File: src/hw/rtl/tpm_pkg.sv
// ----------------------------------------------------------------------------
// tpm_pkg
// Shared types and constants for the prefix tree match scorer.
// ----------------------------------------------------------------------------
package tpm_pkg;

    localparam int ALPHA      = 26;
    localparam int LETTER_W   = 5;
    localparam int SCORE_W    = 23;
    localparam int NCOUNT_W   = 13;

    localparam logic [7:0] CH_LOWER_A = 8'h61;
    localparam logic [7:0] CH_LOWER_Z = 8'h7A;
    localparam logic [7:0] CH_UPPER_A = 8'h41;
    localparam logic [7:0] CH_UPPER_Z = 8'h5A;

    localparam logic KIND_WORD = 1'b0;
    localparam logic KIND_CAND = 1'b1;

    typedef struct packed {
        logic                is_lower;
        logic                is_upper;
        logic [LETTER_W-1:0] letter;
    } t_char_class;

    typedef enum logic [6:0] {
        S_CLEAR = 7'b0000001,
        S_IDLE  = 7'b0000010,
        S_DICT  = 7'b0000100,
        S_WL    = 7'b0001000,
        S_WC    = 7'b0010000,
        S_WN    = 7'b0100000,
        S_MUL   = 7'b1000000
    } t_state;

endpackage

File: src/hw/rtl/tpm_char_class.sv
// ----------------------------------------------------------------------------
// tpm_char_class
// Classifies a byte as lower or upper case letter and gives its letter index.
// ----------------------------------------------------------------------------
module tpm_char_class
    import tpm_pkg::*;
(
    input  logic [7:0]  i_char,
    output t_char_class o_class
);

    logic is_lower;
    logic is_upper;

    assign is_lower = (i_char >= CH_LOWER_A) && (i_char <= CH_LOWER_Z);
    assign is_upper = (i_char >= CH_UPPER_A) && (i_char <= CH_UPPER_Z);

    always_comb begin
        o_class.is_lower = is_lower;
        o_class.is_upper = is_upper;
        if (is_upper) begin
            o_class.letter = LETTER_W'(i_char - CH_UPPER_A);
        end else begin
            o_class.letter = LETTER_W'(i_char - CH_LOWER_A);
        end
    end

endmodule

File: config.mk
export PLATFORM = sky130hd
export DESIGN_NAME = tpm_char_class
export DESIGN_NICKNAME = d
export VERILOG_FILES = /design/src/hw/rtl/tpm_pkg.sv /design/src/hw/rtl/tpm_char_class.sv
export SDC_FILE = /design/constraint.sdc
export NUM_CORES = 1
export LEC_CHECK = 0
export BUFFER_PORTS_ARGS = -buffer_cell sky130_fd_sc_hd__buf_4
export CAP_MARGIN = 5
export CORE_AREA = 2 2 39 41
export DETAILED_ROUTE_END_ITERATION = 7
export DIE_AREA = 0 0 41 43
export GPL_ROUTABILITY_DRIVEN = 0
export REMOVE_ABC_BUFFERS = 1
export SYNTH_ARGS = -nofsm -noshare
export SYNTH_HDL_FRONTEND = slang
export SYNTH_SLANG_ARGS = --single-unit
File: constraint.sdc
create_clock -name vclk -period 3.05
set_input_delay 0.1525 -clock vclk [all_inputs]
set_output_delay 0.1525 -clock vclk [all_outputs]
set_load 0.03 [all_outputs]
==> results of run 1 <==
## cell families (layout without fill, tap and decap cells)
| family | count (synthesis) | count (layout) | share of synthesized area |
|---|---|---|---|
| adders and majority gates | 3 | 3 | 0.175 |
| buffers and inverters | 6 | 19 | 0.140 |
| and+or+nand+nor | 7 | 7 | 0.234 |
| AOI/OAI and AO/OA | 8 | 8 | 0.327 |
| xor gates and xnor gates | 3 | 3 | 0.123 |
## layout make-up
cell class | instances | area share
inverter | 4 | 0.0453
multi-input combinational | 21 | 0.555
tap | 16 | 0.0604
timing repair buffer | 15 | 0.340
## worst max-delay path, stage by stage
cell and delay (ps):
sky130_fd_sc_hd__buf_4 120, sky130_fd_sc_hd__inv_1 90, sky130_fd_sc_hd__ha_1 180, sky130_fd_sc_hd__or3b_2 480, sky130_fd_sc_hd__nor4_1 360, sky130_fd_sc_hd__a221oi_2 130, sky130_fd_sc_hd__buf_4 190
## cell usage after synthesis
| cell type | instances |
|---|---|
| sky130_fd_sc_hd__xor2_1 | 2 |
| sky130_fd_sc_hd__inv_1 | 4 |
| sky130_fd_sc_hd__o21a_1 | 1 |
| sky130_fd_sc_hd__nor2_1 | 1 |
| sky130_fd_sc_hd__a221oi_2 | 1 |
| sky130_fd_sc_hd__nand3b_1 | 1 |
| sky130_fd_sc_hd__a21oi_1 | 1 |
| sky130_fd_sc_hd__buf_4 | 2 |
| sky130_fd_sc_hd__ha_1 | 3 |
| sky130_fd_sc_hd__o21ai_0 | 1 |
| sky130_fd_sc_hd__a211oi_1 | 1 |
| sky130_fd_sc_hd__nand4b_1 | 1 |
| sky130_fd_sc_hd__or3b_2 | 1 |
| sky130_fd_sc_hd__o32a_2 | 1 |
| sky130_fd_sc_hd__nor4_1 | 1 |
| sky130_fd_sc_hd__or4b_1 | 1 |
| sky130_fd_sc_hd__a2111o_1 | 1 |
| sky130_fd_sc_hd__o21bai_1 | 1 |
| sky130_fd_sc_hd__xnor2_1 | 1 |
| sky130_fd_sc_hd__nor3_1 | 1 |
## per-stage QoR
stage,std cells,hold WS (ps)
after global placement,56,621
after CTS,56,624
final,56,620
after global routing,56,627
after floorplan,25,434
after detailed placement,56,623
## power groups by stage
stage | registers, uW | logic [uW] | clock network, uW
6_report | 0 | 57.4 | 0
5_1_grt | 0 | 61.9 | 0
4_1_cts | 0 | 58.1 | 0
3_5_place_dp | 0 | 58.0 | 0
3_3_place_gp | 0 | 58.0 | 0
2_1_floorplan | 0 | 30.8 | 0
## worst paths after layout
kind | startpoint | endpoint | cells past startpoint
min | i_char[3] | o_class[3] | 3
max | i_char[0] | o_class[5] | 7
## routing by layer
layer,wire (microns),vias to the layer above,track usage
li1,-,129,-
met3,61,0,0.00524
met5,0,-,0
met4,0,0,0
met1,259,95,0.0918
met2,194,11,0.0875
==> Flow_metrics.wiki, run 1 <==
{| class="wikitable"
! Metric !! Value
|-
| Final Setup Violations || 0
|-
| Share of Yosys cell area claimed by the top area cell type || 0.175
|-
| Initial antenna violation count || 0
|-
| Final routed DRC violation total || 0
|-
| Power per Cell Area || 173 mW/mm^2
|-
| Area growth, synth to finish || 55.0%
|-
| Pin count of the biggest net entering global routing || 8
|-
| Grt total ovfl || 0
|-
| Slew at the pin closest to its max-slew limit || 445 ps
|-
| Total power draw || 57.4 uW
|-
| Area post-placement || 332 sq um
|-
| Number of sequential cells || 0
|-
| Final-layout clock buffer total || 0
|-
| Worst setup slack before clock tree synthesis || 1180 ps
|-
| Area leader, netlist || sky130_fd_sc_hd__ha_1
|-
| Starting density of the core || 0.155
|-
| Number of I/O port buffers || 15
|-
| WP data required || 2900 ps
|-
| Layout Utilization || 0.240
|-
| Number of buffers inserted by hold repair at cts || 0
|-
| First-pass GRT wire length || 786 microns
|-
| Number of distinct library cell variants in the gate-level netlist after synthesis || 20
|-
| Register area || 0 sq um
|-
| Row cnt || 14
|-
| Syn Inst Count || 27
|-
| Maximum ir drop on the vdd rail || 0.0446 mV
|-
| Combinational share of power || 1.000
|-
| Via count of the first global-routing pass || 210
|-
| Worst rel slew slack || 0.701
|-
| Final setup slack of the worst path || 1200 ps
|-
| Commonest cells after routing, fill and taps aside || 15 x sky130_fd_sc_hd__buf_4, 4 x sky130_fd_sc_hd__inv_1, 3 x sky130_fd_sc_hd__ha_1
|-
| Ratio of final minimum period to clock period || 0.608
|-
| Syn. warnings || 0
|-
| Type of origin of the critical path || primary input
|-
| Total wirelength of the detailed-routed design || 514 microns
|-
| Total I/O pin count || 15
|-
| Leakage || 0.000153 uW
|-
| Kind of path behind the tightest hold check || primary input to output port
|-
| Number of gates resized after cts || 0
|-
| Global-route usage over all layers || 0.0579
|-
| Leading cell type in the layout, fill and taps excluded || sky130_fd_sc_hd__buf_4
|-
| Reported max-cap violation count || 0
|-
| Die ar. || 0.00176 sq mm
|-
| Number of iterations in the first detailed-routing pass || 3
|-
| Horizontal die dimension || 41 microns
|-
| Number of nets at the end of the flow || 53
|-
| Sort of element at the end of the critical path || output port
|-
| Netlist area before placement || 214 sq um
|-
| Half-perimeter wire length after detailed placement || 448 microns
|-
| Core region area || 0.00138 sq mm
|-
| Main area contributors after synthesis || sky130_fd_sc_hd__ha_1 18%, sky130_fd_sc_hd__xor2_1 8.2%, sky130_fd_sc_hd__a221oi_2 7.0%
|-
| CP Class || primary input to output port
|-
| Final Max Slew Viols || 0
|-
| Crit path time final || 1850 ps
|-
| Switch share || 0.571
|-
| Layout filler cell count || 150
|-
| Area of all placed cells without fillers || 332 sq um
|-
| Part of the total power dissipated in sequential elements || 0
|-
| Net switching power figure || 32.8 uW
|-
| Post-DR vias/cell || 4.20
|-
| Internal power component || 24.6 uW
|-
| Clock power share || 0
|-
| Share of cells above drive strength 1 || 0.450
|-
| Detailed-route via count || 235
|-
| Antenna fix cells || 0
|-
| Number of design-rule violations left by the first detailed-router iteration || 4
|-
| Post-synthesis area per instance || 7.92 sq um
|-
| Post-CTS setup repair buffer count || 0
|-
| Final Hold Fails || 0
|-
| Setup_tns || 0 ps
|-
| Run status || completed
|-
| Largest fanout on the critical path || 4
|-
| Multi-input gate area in the final layout || 184 sq um
|-
| Post-synthesis sequential area ratio || 0
|-
| Arr. time, crit path || 1700 ps
|-
| Maximum clock frequency || 539 MHz
|-
| Die Y || 43 microns
|-
| Setup repair after global routing missed its margin || false
|-
| Antenna viol nets, final || 0
|-
| Average wire per cell in the routed design || 9.18 microns
|}
No activity file was read; power rests on OpenSTA's default activity.
==> run 2: changes to the inputs <==
clock period = 1.9 ns   (was 3.05 ns; I/O delays follow)
==> Flow_metrics.wiki, run 2 (same netlist as run 1, synthesis figures left out) <==
{| class="wikitable"
! Metric !! Value
|-
| Antenna fix cells || 0 (unchanged)
|-
| Area of all placed cells without fillers || 338 sq um (+1.9%)
|-
| Final Hold Fails || 0 (unchanged)
|-
| Share of cells above drive strength 1 || 0.475 (+0.0250)
|-
| Initial antenna violation count || 0 (unchanged)
|-
| Final setup slack of the worst path || 273 ps (-923 ps)
|-
| Kind of path behind the tightest hold check || primary input to output port
|-
| Final routed DRC violation total || 0 (unchanged)
|-
| Slew at the pin closest to its max-slew limit || 317 ps (-127 ps)
|-
| Via count of the first global-routing pass || 184 (-12%)
|-
| Maximum clock frequency || 615 MHz
|-
| Largest fanout on the critical path || 4 (unchanged)
|-
| Number of sequential cells || 0 (unchanged)
|-
| Commonest cells after routing, fill and taps aside || 15 x sky130_fd_sc_hd__buf_4, 4 x sky130_fd_sc_hd__inv_1, 3 x sky130_fd_sc_hd__ha_1
|-
| Area post-placement || 332 sq um (unchanged)
|-
| Run status || completed
|-
| Reported max-cap violation count || 0 (unchanged)
|-
| Final-layout clock buffer total || 0 (unchanged)
|-
| Area growth, synth to finish || 57.9%
|-
| Pin count of the biggest net entering global routing || 8 (unchanged)
|-
| Row cnt || 14 (unchanged)
|-
| Final Setup Violations || 0 (unchanged)
|-
| Leading cell type in the layout, fill and taps excluded || sky130_fd_sc_hd__buf_4
|-
| Post-CTS setup repair buffer count || 0 (unchanged)
|-
| Type of origin of the critical path || primary input
|-
| Leakage || 0.000153 uW (+0.22%)
|-
| Total I/O pin count || 15 (unchanged)
|-
| Power per Cell Area || 277 mW/mm^2 (+60%)
|-
| Total power draw || 93.7 uW (+63%)
|-
| Die ar. || 0.00176 sq mm (unchanged)
|-
| Number of iterations in the first detailed-routing pass || 3 (unchanged)
|-
| Number of nets at the end of the flow || 53 (unchanged)
|-
| Global-route usage over all layers || 0.0579 (unchanged)
|-
| Sort of element at the end of the critical path || output port
|-
| First-pass GRT wire length || 779 microns (-0.89%)
|-
| Grt total ovfl || 0 (unchanged)
|-
| Post-DR vias/cell || 4.29 (+2.1%)
|-
| Setup repair after global routing missed its margin || false
|-
| Setup_tns || 0 ps (unchanged)
|-
| Die Y || 43 microns (unchanged)
|-
| Register area || 0 sq um (unchanged)
|-
| Half-perimeter wire length after detailed placement || 457 microns (+2.1%)
|-
| Final Max Slew Viols || 0 (unchanged)
|-
| Number of design-rule violations left by the first detailed-router iteration || 4 (unchanged)
|-
| Core region area || 0.00138 sq mm (unchanged)
|-
| Starting density of the core || 0.155 (unchanged)
|-
| Arr. time, crit path || 1530 ps (-170 ps)
|-
| Detailed-route via count || 240 (+2.1%)
|-
| CP Class || primary input to output port
|-
| Total wirelength of the detailed-routed design || 532 microns (+3.5%)
|-
| Worst rel slew slack || 0.787 (+0.0857)
|-
| Horizontal die dimension || 41 microns (unchanged)
|-
| WP data required || 1800 ps (-1100 ps)
|-
| Ratio of final minimum period to clock period || 0.856
|-
| Crit path time final || 1630 ps
|-
| Number of I/O port buffers || 15 (unchanged)
|-
| Average wire per cell in the routed design || 9.50 microns (+3.5%)
|-
| Maximum ir drop on the vdd rail || 0.0884 mV (+98%)
|-
| Worst setup slack before clock tree synthesis || 149 ps (-1030 ps)
|-
| WHS Path Cells || 3 (unchanged)
|-
| Antenna viol nets, final || 0 (unchanged)
|}
-- run 2: cell counts in the layout (fill, tap and decap cells not counted) --
No cell type changed its count.
-- run 2: worst paths after layout --
path / start / endpoint / slack, ps
worst max-delay path: i_char[0] / o_class[5] / 270
worst min-delay path: i_char[3] / o_class[3] / 510
-- run 2: cell type report --
cell class,instances,area (sq um)
inverter,4,15.0
tap,16,20.0
timing repair buffer,15,113
fill,161,1050
multi-input combinational,21,190
-- run 2: report_power, final --
| part | total [uW] | switching (uW) | internal [uW] |
|---|---|---|---|
| clock | 0 | 0 | 0 |
| combinational | 93.7 | 53.8 | 39.9 |
| sequential | 0 | 0 | 0 |
-- run 2: critical path, cell delays in order --
cell	delay, ps
sky130_fd_sc_hd__buf_4	120
sky130_fd_sc_hd__inv_1	90
sky130_fd_sc_hd__ha_1	190
sky130_fd_sc_hd__or3b_2	490
sky130_fd_sc_hd__nor4_2	250
sky130_fd_sc_hd__a221oi_2	120
sky130_fd_sc_hd__buf_4	180
-- run 2: timing repair --
| action | 4_1_cts | 5_1_grt |
|---|---|---|
| endpoints found under the setup margin | 0 | 1 |
| gates resized for setup | 0 | 1 |
| hold buffers | 0 | 0 |
-- run 2: through the flow --
step            util  std cells  hold WS [ps]
2_1_floorplan      -         25           319
3_3_place_gp   0.240         56           506
3_5_place_dp   0.240         56           511
4_1_cts        0.240         56           511
5_1_grt        0.244         56           523
6_report       0.244         56           506
-- run 2: metal layers --
layer | up-vias | GRT usage | wire, microns
met3 | 0 | 0 | 58
li1 | 128 | - | -
met1 | 101 | 0.101 | 273
met4 | 0 | 0 | 0
met5 | - | 0 | 0
met2 | 11 | 0.0813 | 200
