$ cat src/hw/rtl/tpm_ram.sv
// ----------------------------------------------------------------------------
// tpm_ram
// Generic simple dual-port RAM, one write port, one registered read port.
// ----------------------------------------------------------------------------
module tpm_ram #(
    parameter int WIDTH = 8,
    parameter int DEPTH = 16
) (
    input  logic                             i_clk,
    input  logic                             i_we,
    input  logic [$clog2(DEPTH)-1:0]         i_waddr,
    input  logic [WIDTH-1:0]                 i_wdata,
    input  logic [$clog2(DEPTH)-1:0]         i_raddr,
    output logic [WIDTH-1:0]                 o_rdata
);

    logic [WIDTH-1:0] mem [DEPTH];
    logic [WIDTH-1:0] r_rdata;

    always_ff @(posedge i_clk) begin
        if (i_we) begin
            mem[i_waddr] <= i_wdata;
        end
        r_rdata <= mem[i_raddr];
    end

    assign o_rdata = r_rdata;

endmodule

$ cat config.mk
export PLATFORM = sky130hd
export DESIGN_NAME = tpm_ram
export DESIGN_NICKNAME = d
export VERILOG_FILES = /design/src/hw/rtl/tpm_ram.sv
export SDC_FILE = /design/constraint.sdc
export NUM_CORES = 1
export LEC_CHECK = 0
export ABC_AREA = 1
export BUFFER_PORTS_ARGS = -buffer_cell sky130_fd_sc_hd__buf_2
export CAP_MARGIN = 40
export CORE_UTILIZATION = 45
export DETAILED_ROUTE_END_ITERATION = 6
export SKIP_LAST_GASP = 1
export SYNTH_ARGS = -nofsm -noshare
export SYNTH_HDL_FRONTEND = slang
export SYNTH_SLANG_ARGS = --single-unit
$ cat constraint.sdc
create_clock -name i_clk -period 1.9 [get_ports i_clk]
set_input_delay 0.57 -clock i_clk [delete_from_list [all_inputs] [get_ports i_clk]]
set_output_delay 0.57 -clock i_clk [all_outputs]
set_load 0.01 [all_outputs]
==> impl_table.tex, run 1 <==
\begin{tabular}{lr}
\hline
Metric & Value \\
\hline
\multicolumn{2}{l}{\textbf{Clocking}} \\
\quad Cells resized by post-CTS repair & 0 \\
\quad Clock Pin Slew Worst Setup and Hold Paths & 50 ps \\
\quad Number of sinks handled by clock tree synthesis & 136 \\
\quad Cts bufs inserted & 17 \\
\quad Clock root cell & clkbuf\_16 \\
\quad CTS H-tree lvls & 4 \\
\quad Number of hold buffers added after cts & 0 \\
\quad Post-CTS setup buffer count & 0 \\
\quad CTS tree & built \\
\quad Clock tree buffer depth & 2 \\
\quad Worst-skew pair later-pin latency & 420 ps \\
\multicolumn{2}{l}{\textbf{Global route}} \\
\quad GRT Resource Usage Total & 0.216 \\
\quad Global route overflow & 0 \\
\quad Via count of the first global-routing pass & 3745 \\
\quad First-pass GRT wire length & 20100 um \\
\quad Initial antenna violation count & 0 \\
\quad Pin count of the biggest net entering global routing & 45 \\
\multicolumn{2}{l}{\textbf{Layout}} \\
\quad Number of inserted diodes & 0 \\
\quad Layout-stage area growth over the synthesis result & 16.6\% \\
\quad Ratio of cells with drive above 1 in the final layout & 0.129 \\
\quad Nets@finish & 616 \\
\quad Count of fill cells added during filler insertion & 1045 \\
\multicolumn{2}{l}{\textbf{Timing}} \\
\quad Transition time of the tightest slew-check pin & 424 ps \\
\quad Unrepaired setup endpoints after global routing & false \\
\quad Final setup skew & 8.75 ps \\
\quad Final Hold Vio Count & 0 \\
\quad Period Utilization, post-route & 0.765 \\
\quad Crit path setup slack, layout & 447 ps \\
\quad Fin. max-slew vios & 0 \\
\quad Final setup viols & 0 \\
\quad Tmin final & 1450 ps \\
\quad Worst rel slew slack & 0.717 \\
\quad Top achievable clock speed & 688 MHz \\
\quad Setup\_tns & 0 ps \\
\multicolumn{2}{l}{\textbf{Critical path}} \\
\quad Cell type group with the largest total delay on the critical path & flip-flops \\
\quad Slowest-stage cell, CP & dfxtp\_1 \\
\quad Critical Path, Cell by Cell & buf\_2 \\
\quad Startpoint class of the critical path & register \\
\quad Delay contributed by the slowest stage of the critical path & 330 ps \\
\quad Setup CP Type & reg -> out \\
\quad Arrival time of the worst setup path & 880 ps \\
\quad Maximum fanout along the worst path & 1 \\
\quad Worst path required time & 1330 ps \\
\quad Capturing element type of the critical path & primary output \\
\quad CP Buf/Inv Count & 1 \\
\multicolumn{2}{l}{\textbf{Job}} \\
\quad Reported max-cap violation count & 0 \\
\multicolumn{2}{l}{\textbf{Placed design}} \\
\quad Setup slack at placement & 242 ps \\
\quad Port Buffer Count & 25 \\
\quad Placed wire-length estimate after detailed placement & 8030 um \\
\quad Weighted congestion reported at the end of routability-driven placement & 0.864 \\
\multicolumn{2}{l}{\textbf{Detailed routing}} \\
\quad Total vias in the final route & 3779 \\
\quad Metal-1 WL & 5530 um \\
\quad Routed met2 length & 6150 um \\
\quad First-pass iteration count of the detailed router & 5 \\
\quad Total met3 wirelength after detailed routing & 671 um \\
\quad DR top layer & met4 \\
\quad Initial drt markers & 272 \\
\quad Final wirelength & 12700 um \\
\quad Number of antenna-violating nets in the routed design & 0 \\
\quad Wire length per cell & 16.3 um \\
\quad Detailed-route DRC error count & 0 \\
\quad Routed via count divided by cell count & 4.85 \\
\multicolumn{2}{l}{\textbf{Floorplan}} \\
\quad Die outline area & 13300 um\^{}2 \\
\quad Die Y & 115 um \\
\quad Die W & 115 um \\
\quad Number of placement rows & 40 \\
\quad Number of I/O pins & 26 \\
\quad Initial core utilization & 0.470 \\
\quad Area of the core & 12300 um\^{}2 \\
\multicolumn{2}{l}{\textbf{Power}} \\
\quad Power density cells & 1000 nW/um\^{}2 \\
\quad Static Leak & 2.94 nW \\
\quad Worst voltage drop across the vdd grid & 0.000594 V \\
\multicolumn{2}{l}{\textbf{Logic synthesis}} \\
\quad Mapped Cells & 551 \\
\quad Post-Synthesis Cell Area & 5770 um\^{}2 \\
\quad Distinct cells, synth & 12 \\
\quad Synth Register Bits & 136 \\
\quad Post-synthesis area per instance & 10.5 um\^{}2 \\
\quad Yosys warnings & 0 \\
\quad Synthesized Nets & 569 \\
\quad Sequential area share after synthesis & 0.694 \\
\multicolumn{2}{l}{\textbf{Min path}} \\
\quad HP Class & in -> reg \\
\multicolumn{2}{l}{\textbf{Run status}} \\
\quad Result of the run & finished, final reports clean \\
\hline
\end{tabular}
synth_stat cells:
library cell,count,area share
nand2_1,173,0.11
edfxtp_1,128,0.67
inv_1,100,0.065
nand3_1,97,0.084
nor2_1,17,0.011
buf_2,13,0.011
dfxtp_1,8,0.028
buf_6,6,0.012
buf_4,4,0.0052
inv_2,2,0.0013
nand3b_1,2,0.0026
buf_1,1,0.00065
sequential cells by signal, summed over array words and instances, names as in the netlist:
name / flops
o_rdata: 8
mem: 128
metal layers:
metal	up-vias	global-route usage
li1	1867	-
met1	1762	0.271
met2	124	0.344
met3	26	0.0633
met4	0	0.109
met5	-	0
per-stage QoR:
step	total power (W)	instance area, um^2	utilization	instances	hold slack (ps)
after floorplan	0.00368	5770	-	551	607
after global placement	0.00386	6190	0.505	747	668
after detailed placement	0.00386	6190	0.505	747	674
after CTS	0.00681	6720	0.548	779	558
after global routing	0.00698	6720	0.548	779	569
final	0.00676	6720	0.548	779	578
where the power goes:
group / internal [W] / switching [W] / total [W]
logic: 0.000136 / 0.000291 / 0.000427
clock network: 0.00183 / 0.00113 / 0.00296
registers: 0.00336 / 0.0000181 / 0.00337
total: 0.00532 / 0.00144 / 0.00676
cells in the final DEF (no fill, tap or decap):
| cell | instances |
|---|---|
| buf_12 | 4 |
| nand3_1 | 97 |
| clkinv_1 | 1 |
| inv_2 | 2 |
| inv_1 | 100 |
| nand2_1 | 173 |
| nor2_1 | 17 |
| buf_2 | 25 |
| edfxtp_1 | 128 |
| clkbuf_1 | 6 |
| buf_4 | 23 |
| nand3b_1 | 2 |
| dfxtp_1 | 8 |
| clkbuf_16 | 17 |
| clkbuf_8 | 5 |
| clkinv_2 | 3 |
cell families (layout without fill, tap and decap cells):
| group | count (synthesis) | count (layout) | synth area share |
|---|---|---|---|
| simple gates | 289 | 289 | 0.210 |
| buf+inv | 126 | 186 | 0.0952 |
| flops | 136 | 136 | 0.694 |
worst paths after layout:
kind	startpoint	end	slack (ps)	cells past startpoint
max	o_rdata[4]$_DFF_P_	o_rdata[4]	450	1
min	i_wdata[2]	mem[2][2]$_DFFE_PP_	580	1
max reg2reg	mem[1][3]$_DFFE_PP_	o_rdata[3]$_DFF_P_	880	6
min reg2reg	mem[8][6]$_DFFE_PP_	o_rdata[6]$_DFF_P_	690	6
layout make-up:
| class | count | area (um^2) | area share |
|---|---|---|---|
| sequential | 136 | 4000 | 0.595 |
| multi-input combinational | 289 | 1210 | 0.180 |
| clock buffer | 28 | 517 | 0.0769 |
| inverter | 102 | 383 | 0.0569 |
| timing repair buffer | 52 | 378 | 0.0562 |
| tap | 168 | 210 | 0.0313 |
| clock inverter | 4 | 18.8 | 0.00279 |
Note: power is estimated with default switching activity, not from simulation.
==> run 2, diff against run 1 <==
==> constraint.sdc (replaced) <==
create_clock -name i_clk -period 1.5 [get_ports i_clk]
set_input_delay 0.45 -clock i_clk [delete_from_list [all_inputs] [get_ports i_clk]]
set_output_delay 0.45 -clock i_clk [all_outputs]
set_load 0.01 [all_outputs]
==> impl_table.tex, run 2 (synthesized netlist as in run 1, its figures left out) <==
\begin{tabular}{lr}
\hline
Metric & Value \\
\hline
\multicolumn{2}{l}{\textbf{Timing}} \\
\quad Tmin final & 1340 ps \\
\quad Worst rel slew slack & 0.732 \\
\quad Final setup viols & 0 \\
\quad Top achievable clock speed & 747 MHz \\
\quad Transition time of the tightest slew-check pin & 402 ps \\
\quad Fin. max-slew vios & 0 \\
\quad Final setup skew & 4.77 ps \\
\quad Final Hold Vio Count & 0 \\
\quad Unrepaired setup endpoints after global routing & false \\
\quad Period Utilization, post-route & 0.892 \\
\multicolumn{2}{l}{\textbf{Clocking}} \\
\quad Cts bufs inserted & 17 \\
\quad Clock tree buffer depth & 2 \\
\quad Clock root cell & clkbuf\_16 \\
\quad Cells resized by post-CTS repair & 0 \\
\quad CTS tree & built \\
\quad Clock Pin Slew Worst Setup and Hold Paths & 50 ps \\
\quad Post-CTS setup buffer count & 0 \\
\quad Worst-skew pair later-pin latency & 410 ps \\
\quad CTS H-tree lvls & 4 \\
\quad Number of sinks handled by clock tree synthesis & 136 \\
\quad Number of hold buffers added after cts & 0 \\
\multicolumn{2}{l}{\textbf{Global route}} \\
\quad Via count of the first global-routing pass & 3696 \\
\quad GRT Resource Usage Total & 0.214 \\
\quad First-pass GRT wire length & 19900 um \\
\quad Pin count of the biggest net entering global routing & 37 \\
\quad Initial antenna violation count & 0 \\
\quad Global route overflow & 0 \\
\multicolumn{2}{l}{\textbf{Critical path}} \\
\quad Cell type group with the largest total delay on the critical path & flip-flops \\
\quad Slowest-stage cell, CP & dfxtp\_1 \\
\quad Worst Setup SP & o\_rdata[7]\$\_DFF\_P\_ \\
\quad Endpoint of the most critical register-to-register path & o\_rdata[4]\$\_DFF\_P\_ \\
\quad Capturing element type of the critical path & primary output \\
\quad Slack of the worst reg-to-reg path & 460 ps \\
\quad Critical Path, Cell by Cell & buf\_2 \\
\quad Arrival time of the worst setup path & 890 ps \\
\quad Setup CP Type & reg -> out \\
\quad Startpoint class of the critical path & register \\
\quad Delay contributed by the slowest stage of the critical path & 340 ps \\
\quad CP Buf/Inv Count & 1 \\
\quad Depth of the worst register-to-register path & 6 \\
\quad Worst path required time & 1050 ps \\
\quad R2r startpoint & mem[1][4]\$\_DFFE\_PP\_ \\
\quad Maximum fanout along the worst path & 1 \\
\multicolumn{2}{l}{\textbf{Floorplan}} \\
\quad Initial core utilization & 0.470 \\
\quad Die Y & 115 um \\
\quad Number of placement rows & 40 \\
\quad Die outline area & 13300 um\^{}2 \\
\quad Die W & 115 um \\
\quad Area of the core & 12300 um\^{}2 \\
\quad Number of I/O pins & 26 \\
\multicolumn{2}{l}{\textbf{Job}} \\
\quad Reported max-cap violation count & 0 \\
\multicolumn{2}{l}{\textbf{Detailed routing}} \\
\quad Final wirelength & 12600 um \\
\quad First-pass iteration count of the detailed router & 4 \\
\quad Number of antenna-violating nets in the routed design & 0 \\
\quad Total vias in the final route & 3804 \\
\quad Routed via count divided by cell count & 4.89 \\
\quad Wire length per cell & 16.3 um \\
\quad Detailed-route DRC error count & 0 \\
\quad Initial drt markers & 255 \\
\multicolumn{2}{l}{\textbf{Power}} \\
\quad Static Leak & 2.99 nW \\
\quad Power density cells & 1360 nW/um\^{}2 \\
\quad Final total power & 0.00928 W \\
\quad Worst voltage drop across the vdd grid & 0.000794 V \\
\multicolumn{2}{l}{\textbf{Layout}} \\
\quad Layout-stage area growth over the synthesis result & 18.8\% \\
\quad Largest register by flop count & mem \\
\quad Number of flip-flops in the largest register & 128 \\
\quad Filler-free cell count of the finished design & 778 \\
\quad Most frequent cells in the layout & nand2\_1, edfxtp\_1, inv\_1, nand3\_1, buf\_2 \\
\quad Number of inserted diodes & 0 \\
\quad Ratio of cells with drive above 1 in the final layout & 0.134 \\
\quad Count of fill cells added during filler insertion & 1063 \\
\quad Nets@finish & 615 \\
\quad Most common library cell in the layout ignoring fill and taps & nand2\_1 \\
\multicolumn{2}{l}{\textbf{Min path}} \\
\quad Hold\_sp & i\_wdata[2] \\
\quad Number of cells traversed by the worst hold path & 1 \\
\quad Hold worst-path end & mem[1][2]\$\_DFFE\_PP\_ \\
\quad HP Class & in -> reg \\
\multicolumn{2}{l}{\textbf{Placed design}} \\
\quad Port Buffer Count & 25 \\
\quad Placed wire-length estimate after detailed placement & 7910 um \\
\quad Placed cells & 746 \\
\quad Weighted congestion reported at the end of routability-driven placement & 0.799 \\
\multicolumn{2}{l}{\textbf{Run status}} \\
\quad Result of the run & finished, final reports clean \\
\hline
\end{tabular}
==> run 2: final cells by class <==
class	count	area, um^2	share of cell area
clock inverters	7	138	0.0201
repair buffers	51	395	0.0577
clock buffers	25	505	0.0738
well taps	168	210	0.0307
multi-input cells	289	1210	0.177
flip-flops and latches	136	4000	0.585
inverters	102	383	0.0559
==> run 2: per-stage QoR <==
stage / utilization / setup TNS (ps) / setup slack, ps / instance area (um^2) / hold slack, ps
3_5_place_dp: 0.506 / -124 / -64.0 / 6210 / 668
4_1_cts: 0.559 / 0 / 137 / 6850 / 437
5_1_grt: 0.559 / 0 / 127 / 6850 / 448
2_1_floorplan: - / 0 / 99.2 / 5770 / 549
6_report: 0.559 / 0 / 162 / 6850 / 442
3_3_place_gp: 0.506 / -82.8 / -51.0 / 6210 / 653
==> run 2: routing by layer <==
layer | vias up | GRT usage | share of wire
met5 | - | 0 | 0
met4 | 0 | 0.109 | 0.030
met3 | 32 | 0.0411 | 0.061
met2 | 115 | 0.343 | 0.48
met1 | 1789 | 0.279 | 0.43
li1 | 1868 | - | -
==> run 2: report_power, final <==
part	internal, W	leakage (nW)	total, W	switching [W]
clock network	0.00300	0.313	0.00446	0.00146
logic	0.000178	1.45	0.000552	0.000374
registers	0.00425	1.22	0.00427	0.0000231
total	0.00743	2.99	0.00928	0.00186
==> run 2: worst register-to-register path: stages (launching register included) <==
cell,delay [ps]
edfxtp_1,360
inv_1,60
nand2_1,40
nand3_1,90
nand3_1,110
nand3_1,180
nand2_1,80
==> run 2: how the worst max path moves through the flow <==
stage | to | slack (ps) | cells past startpoint
6_report | o_rdata[7] | 160 | 1
5_1_grt | o_rdata[7] | 130 | 1
4_1_cts | o_rdata[7] | 140 | 1
3_5_place_dp | o_rdata[1]$_DFF_P_ | -60 | 9
3_3_place_gp | o_rdata[1]$_DFF_P_ | -50 | 9
2_1_floorplan | mem[4][0]$_DFFE_PP_ | 100 | 2
==> run 3, diff against run 2 <==
--- a/config.mk
+++ b/config.mk
@@ -8,8 +8,11 @@
 export ABC_AREA = 1
 export BUFFER_PORTS_ARGS = -buffer_cell sky130_fd_sc_hd__buf_2
 export CAP_MARGIN = 40
+export CELL_PAD_IN_SITES_DETAIL_PLACEMENT = 1
+export CELL_PAD_IN_SITES_GLOBAL_PLACEMENT = 1
 export CORE_UTILIZATION = 45
 export DETAILED_ROUTE_END_ITERATION = 6
+export PLACE_DENSITY_LB_ADDON = 0.1
 export SKIP_LAST_GASP = 1
 export SYNTH_ARGS = -nofsm -noshare
 export SYNTH_HDL_FRONTEND = slang
==> impl_table.tex, run 3 (synthesized netlist as in run 1, its figures left out) <==
\begin{tabular}{lr}
\hline
Metric & Value \\
\hline
\multicolumn{2}{l}{\textbf{Detailed routing}} \\
\quad Number of antenna-violating nets in the routed design & 0 \\
\quad Final wirelength & 14800 um \\
\quad Initial drt markers & 241 \\
\quad Routed via count divided by cell count & 5.01 \\
\quad First-pass iteration count of the detailed router & 4 \\
\quad Wire length per cell & 18.8 um \\
\quad Detailed-route DRC error count & 0 \\
\quad Total vias in the final route & 3954 \\
\multicolumn{2}{l}{\textbf{Timing}} \\
\quad Unrepaired setup endpoints after global routing & false \\
\quad Tmin final & 1380 ps \\
\quad Final setup viols & 0 \\
\quad Fin. max-slew vios & 0 \\
\quad Top achievable clock speed & 723 MHz \\
\quad Final Hold Vio Count & 0 \\
\quad Crit path setup slack, layout & 118 ps \\
\quad Worst rel slew slack & 0.732 \\
\quad Period Utilization, post-route & 0.922 \\
\quad Setup\_tns & 0 ps \\
\quad Final setup skew & 11.2 ps \\
\quad Min Hold Slack & 450 ps \\
\quad Transition time of the tightest slew-check pin & 401 ps \\
\multicolumn{2}{l}{\textbf{Clocking}} \\
\quad Worst-skew pair later-pin latency & 430 ps \\
\quad CTS tree & built \\
\quad Clock tree buffer depth & 2 \\
\quad Clock root cell & clkbuf\_16 \\
\quad Cts bufs inserted & 17 \\
\quad CTS H-tree lvls & 4 \\
\quad Number of hold buffers added after cts & 0 \\
\quad Number of sinks handled by clock tree synthesis & 136 \\
\quad Cells resized by post-CTS repair & 0 \\
\quad Post-CTS setup buffer count & 0 \\
\quad Clock Pin Slew Worst Setup and Hold Paths & 60 ps \\
\multicolumn{2}{l}{\textbf{Critical path}} \\
\quad Setup CP Type & reg -> out \\
\quad Slowest-stage cell, CP & dfxtp\_1 \\
\quad Delay contributed by the slowest stage of the critical path & 360 ps \\
\quad Maximum fanout along the worst path & 1 \\
\quad Worst path required time & 1050 ps \\
\quad Cell type group with the largest total delay on the critical path & flip-flops \\
\quad Startpoint class of the critical path & register \\
\quad Critical Path, Cell by Cell & buf\_2 \\
\quad CP Buf/Inv Count & 1 \\
\quad Capturing element type of the critical path & primary output \\
\quad Arrival time of the worst setup path & 930 ps \\
\multicolumn{2}{l}{\textbf{Global route}} \\
\quad Via count of the first global-routing pass & 4245 \\
\quad GRT Resource Usage Total & 0.253 \\
\quad Pin count of the biggest net entering global routing & 34 \\
\quad First-pass GRT wire length & 23300 um \\
\quad Initial antenna violation count & 0 \\
\quad Global route overflow & 0 \\
\multicolumn{2}{l}{\textbf{Layout}} \\
\quad Count of fill cells added during filler insertion & 1322 \\
\quad Number of inserted diodes & 0 \\
\quad Layout-stage area growth over the synthesis result & 19.4\% \\
\quad Most frequent cells in the layout & nand2\_1, edfxtp\_1, inv\_1, nand3\_1, buf\_4 \\
\quad Number of flip-flops in the largest register & 128 \\
\quad Final Core Density & 0.562 \\
\quad Largest register by flop count & mem \\
\quad Nets@finish & 626 \\
\quad Filler-free cell count of the finished design & 789 \\
\quad Ratio of cells with drive above 1 in the final layout & 0.145 \\
\quad Most common library cell in the layout ignoring fill and taps & nand2\_1 \\
\multicolumn{2}{l}{\textbf{Power}} \\
\quad Static Leak & 3.03 nW \\
\quad Power density cells & 1320 nW/um\^{}2 \\
\quad Worst voltage drop across the vdd grid & 0.000990 V \\
\multicolumn{2}{l}{\textbf{Floorplan}} \\
\quad Die outline area & 13300 um\^{}2 \\
\quad Number of placement rows & 40 \\
\quad Number of I/O pins & 26 \\
\quad Initial core utilization & 0.470 \\
\quad Area of the core & 12300 um\^{}2 \\
\quad Die W & 115 um \\
\quad Die Y & 115 um \\
\multicolumn{2}{l}{\textbf{Run status}} \\
\quad Result of the run & finished, final reports clean \\
\multicolumn{2}{l}{\textbf{Min path}} \\
\quad HP Class & in -> reg \\
\multicolumn{2}{l}{\textbf{Placed design}} \\
\quad Placed cells & 757 \\
\quad Weighted congestion reported at the end of routability-driven placement & 0.887 \\
\quad Placed wire-length estimate after detailed placement & 9710 um \\
\quad Setup slack at placement & -108 ps \\
\quad Port Buffer Count & 25 \\
\multicolumn{2}{l}{\textbf{Job}} \\
\quad Reported max-cap violation count & 0 \\
\hline
\end{tabular}
## run 3: cell types whose count changed in the layout (fill, tap and decap cells not counted), sizes merged
cell,before,now
clkinvlp,1,0
clkinv,2,7
clkbuf,25,22
bufinv,4,3
buf,51,62
## run 3: path summary, 6_finish.rpt
kind	start	to	slack, ps	cells past startpoint
setup / recovery	o_rdata[5]$_DFF_P_	o_rdata[5]	120	1
hold / removal	i_wdata[3]	mem[1][3]$_DFFE_PP_	450	1
setup reg to reg	mem[1][7]$_DFFE_PP_	o_rdata[7]$_DFF_P_	480	6
hold reg to reg	mem[10][7]$_DFFE_PP_	o_rdata[7]$_DFF_P_	670	6
## run 3: through the flow
stage | total power, W | area [um^2]
2_1_floorplan | 0.00466 | 5770
3_3_place_gp | 0.00492 | 6290
3_5_place_dp | 0.00495 | 6290
4_1_cts | 0.00916 | 6890
5_1_grt | 0.00932 | 6890
6_report | 0.00907 | 6890
## run 3: layout make-up
type | count | area, um^2 | area share
Multi-Input combinational cell | 289 | 1210 | 0.176
Tap cell | 168 | 210 | 0.0305
Clock inverter | 10 | 124 | 0.0180
Timing Repair Buffer | 62 | 478 | 0.0694
Inverter | 102 | 383 | 0.0556
Clock buffer | 22 | 474 | 0.0689
Sequential cell | 136 | 4000 | 0.581
## run 3: worst register-to-register path, stage by stage (launching register included)
cell      delay (ps)
edfxtp_1         370
inv_1             70
nand2_1           50
nand3_1           90
nand3_1           90
nand3_1          160
nand2_1           80
## run 3: where the power goes
part,switching [W],internal (W),total (W),leakage [nW]
clock network,0.00149,0.00272,0.00421,0.294
registers,0.0000261,0.00425,0.00428,1.22
logic,0.000395,0.000193,0.000588,1.51
## run 3: routing by layer
metal  routed length [um]  vias to the layer above  part of all wire  GRT usage
li1                     -                     1889                 -          -
met3                  540                       26             0.036     0.0611
met4                  393                        0             0.027      0.128
met5                    0                        -                 0          0
met1                 6720                     1957              0.45      0.321
met2                 7160                       82              0.48      0.406
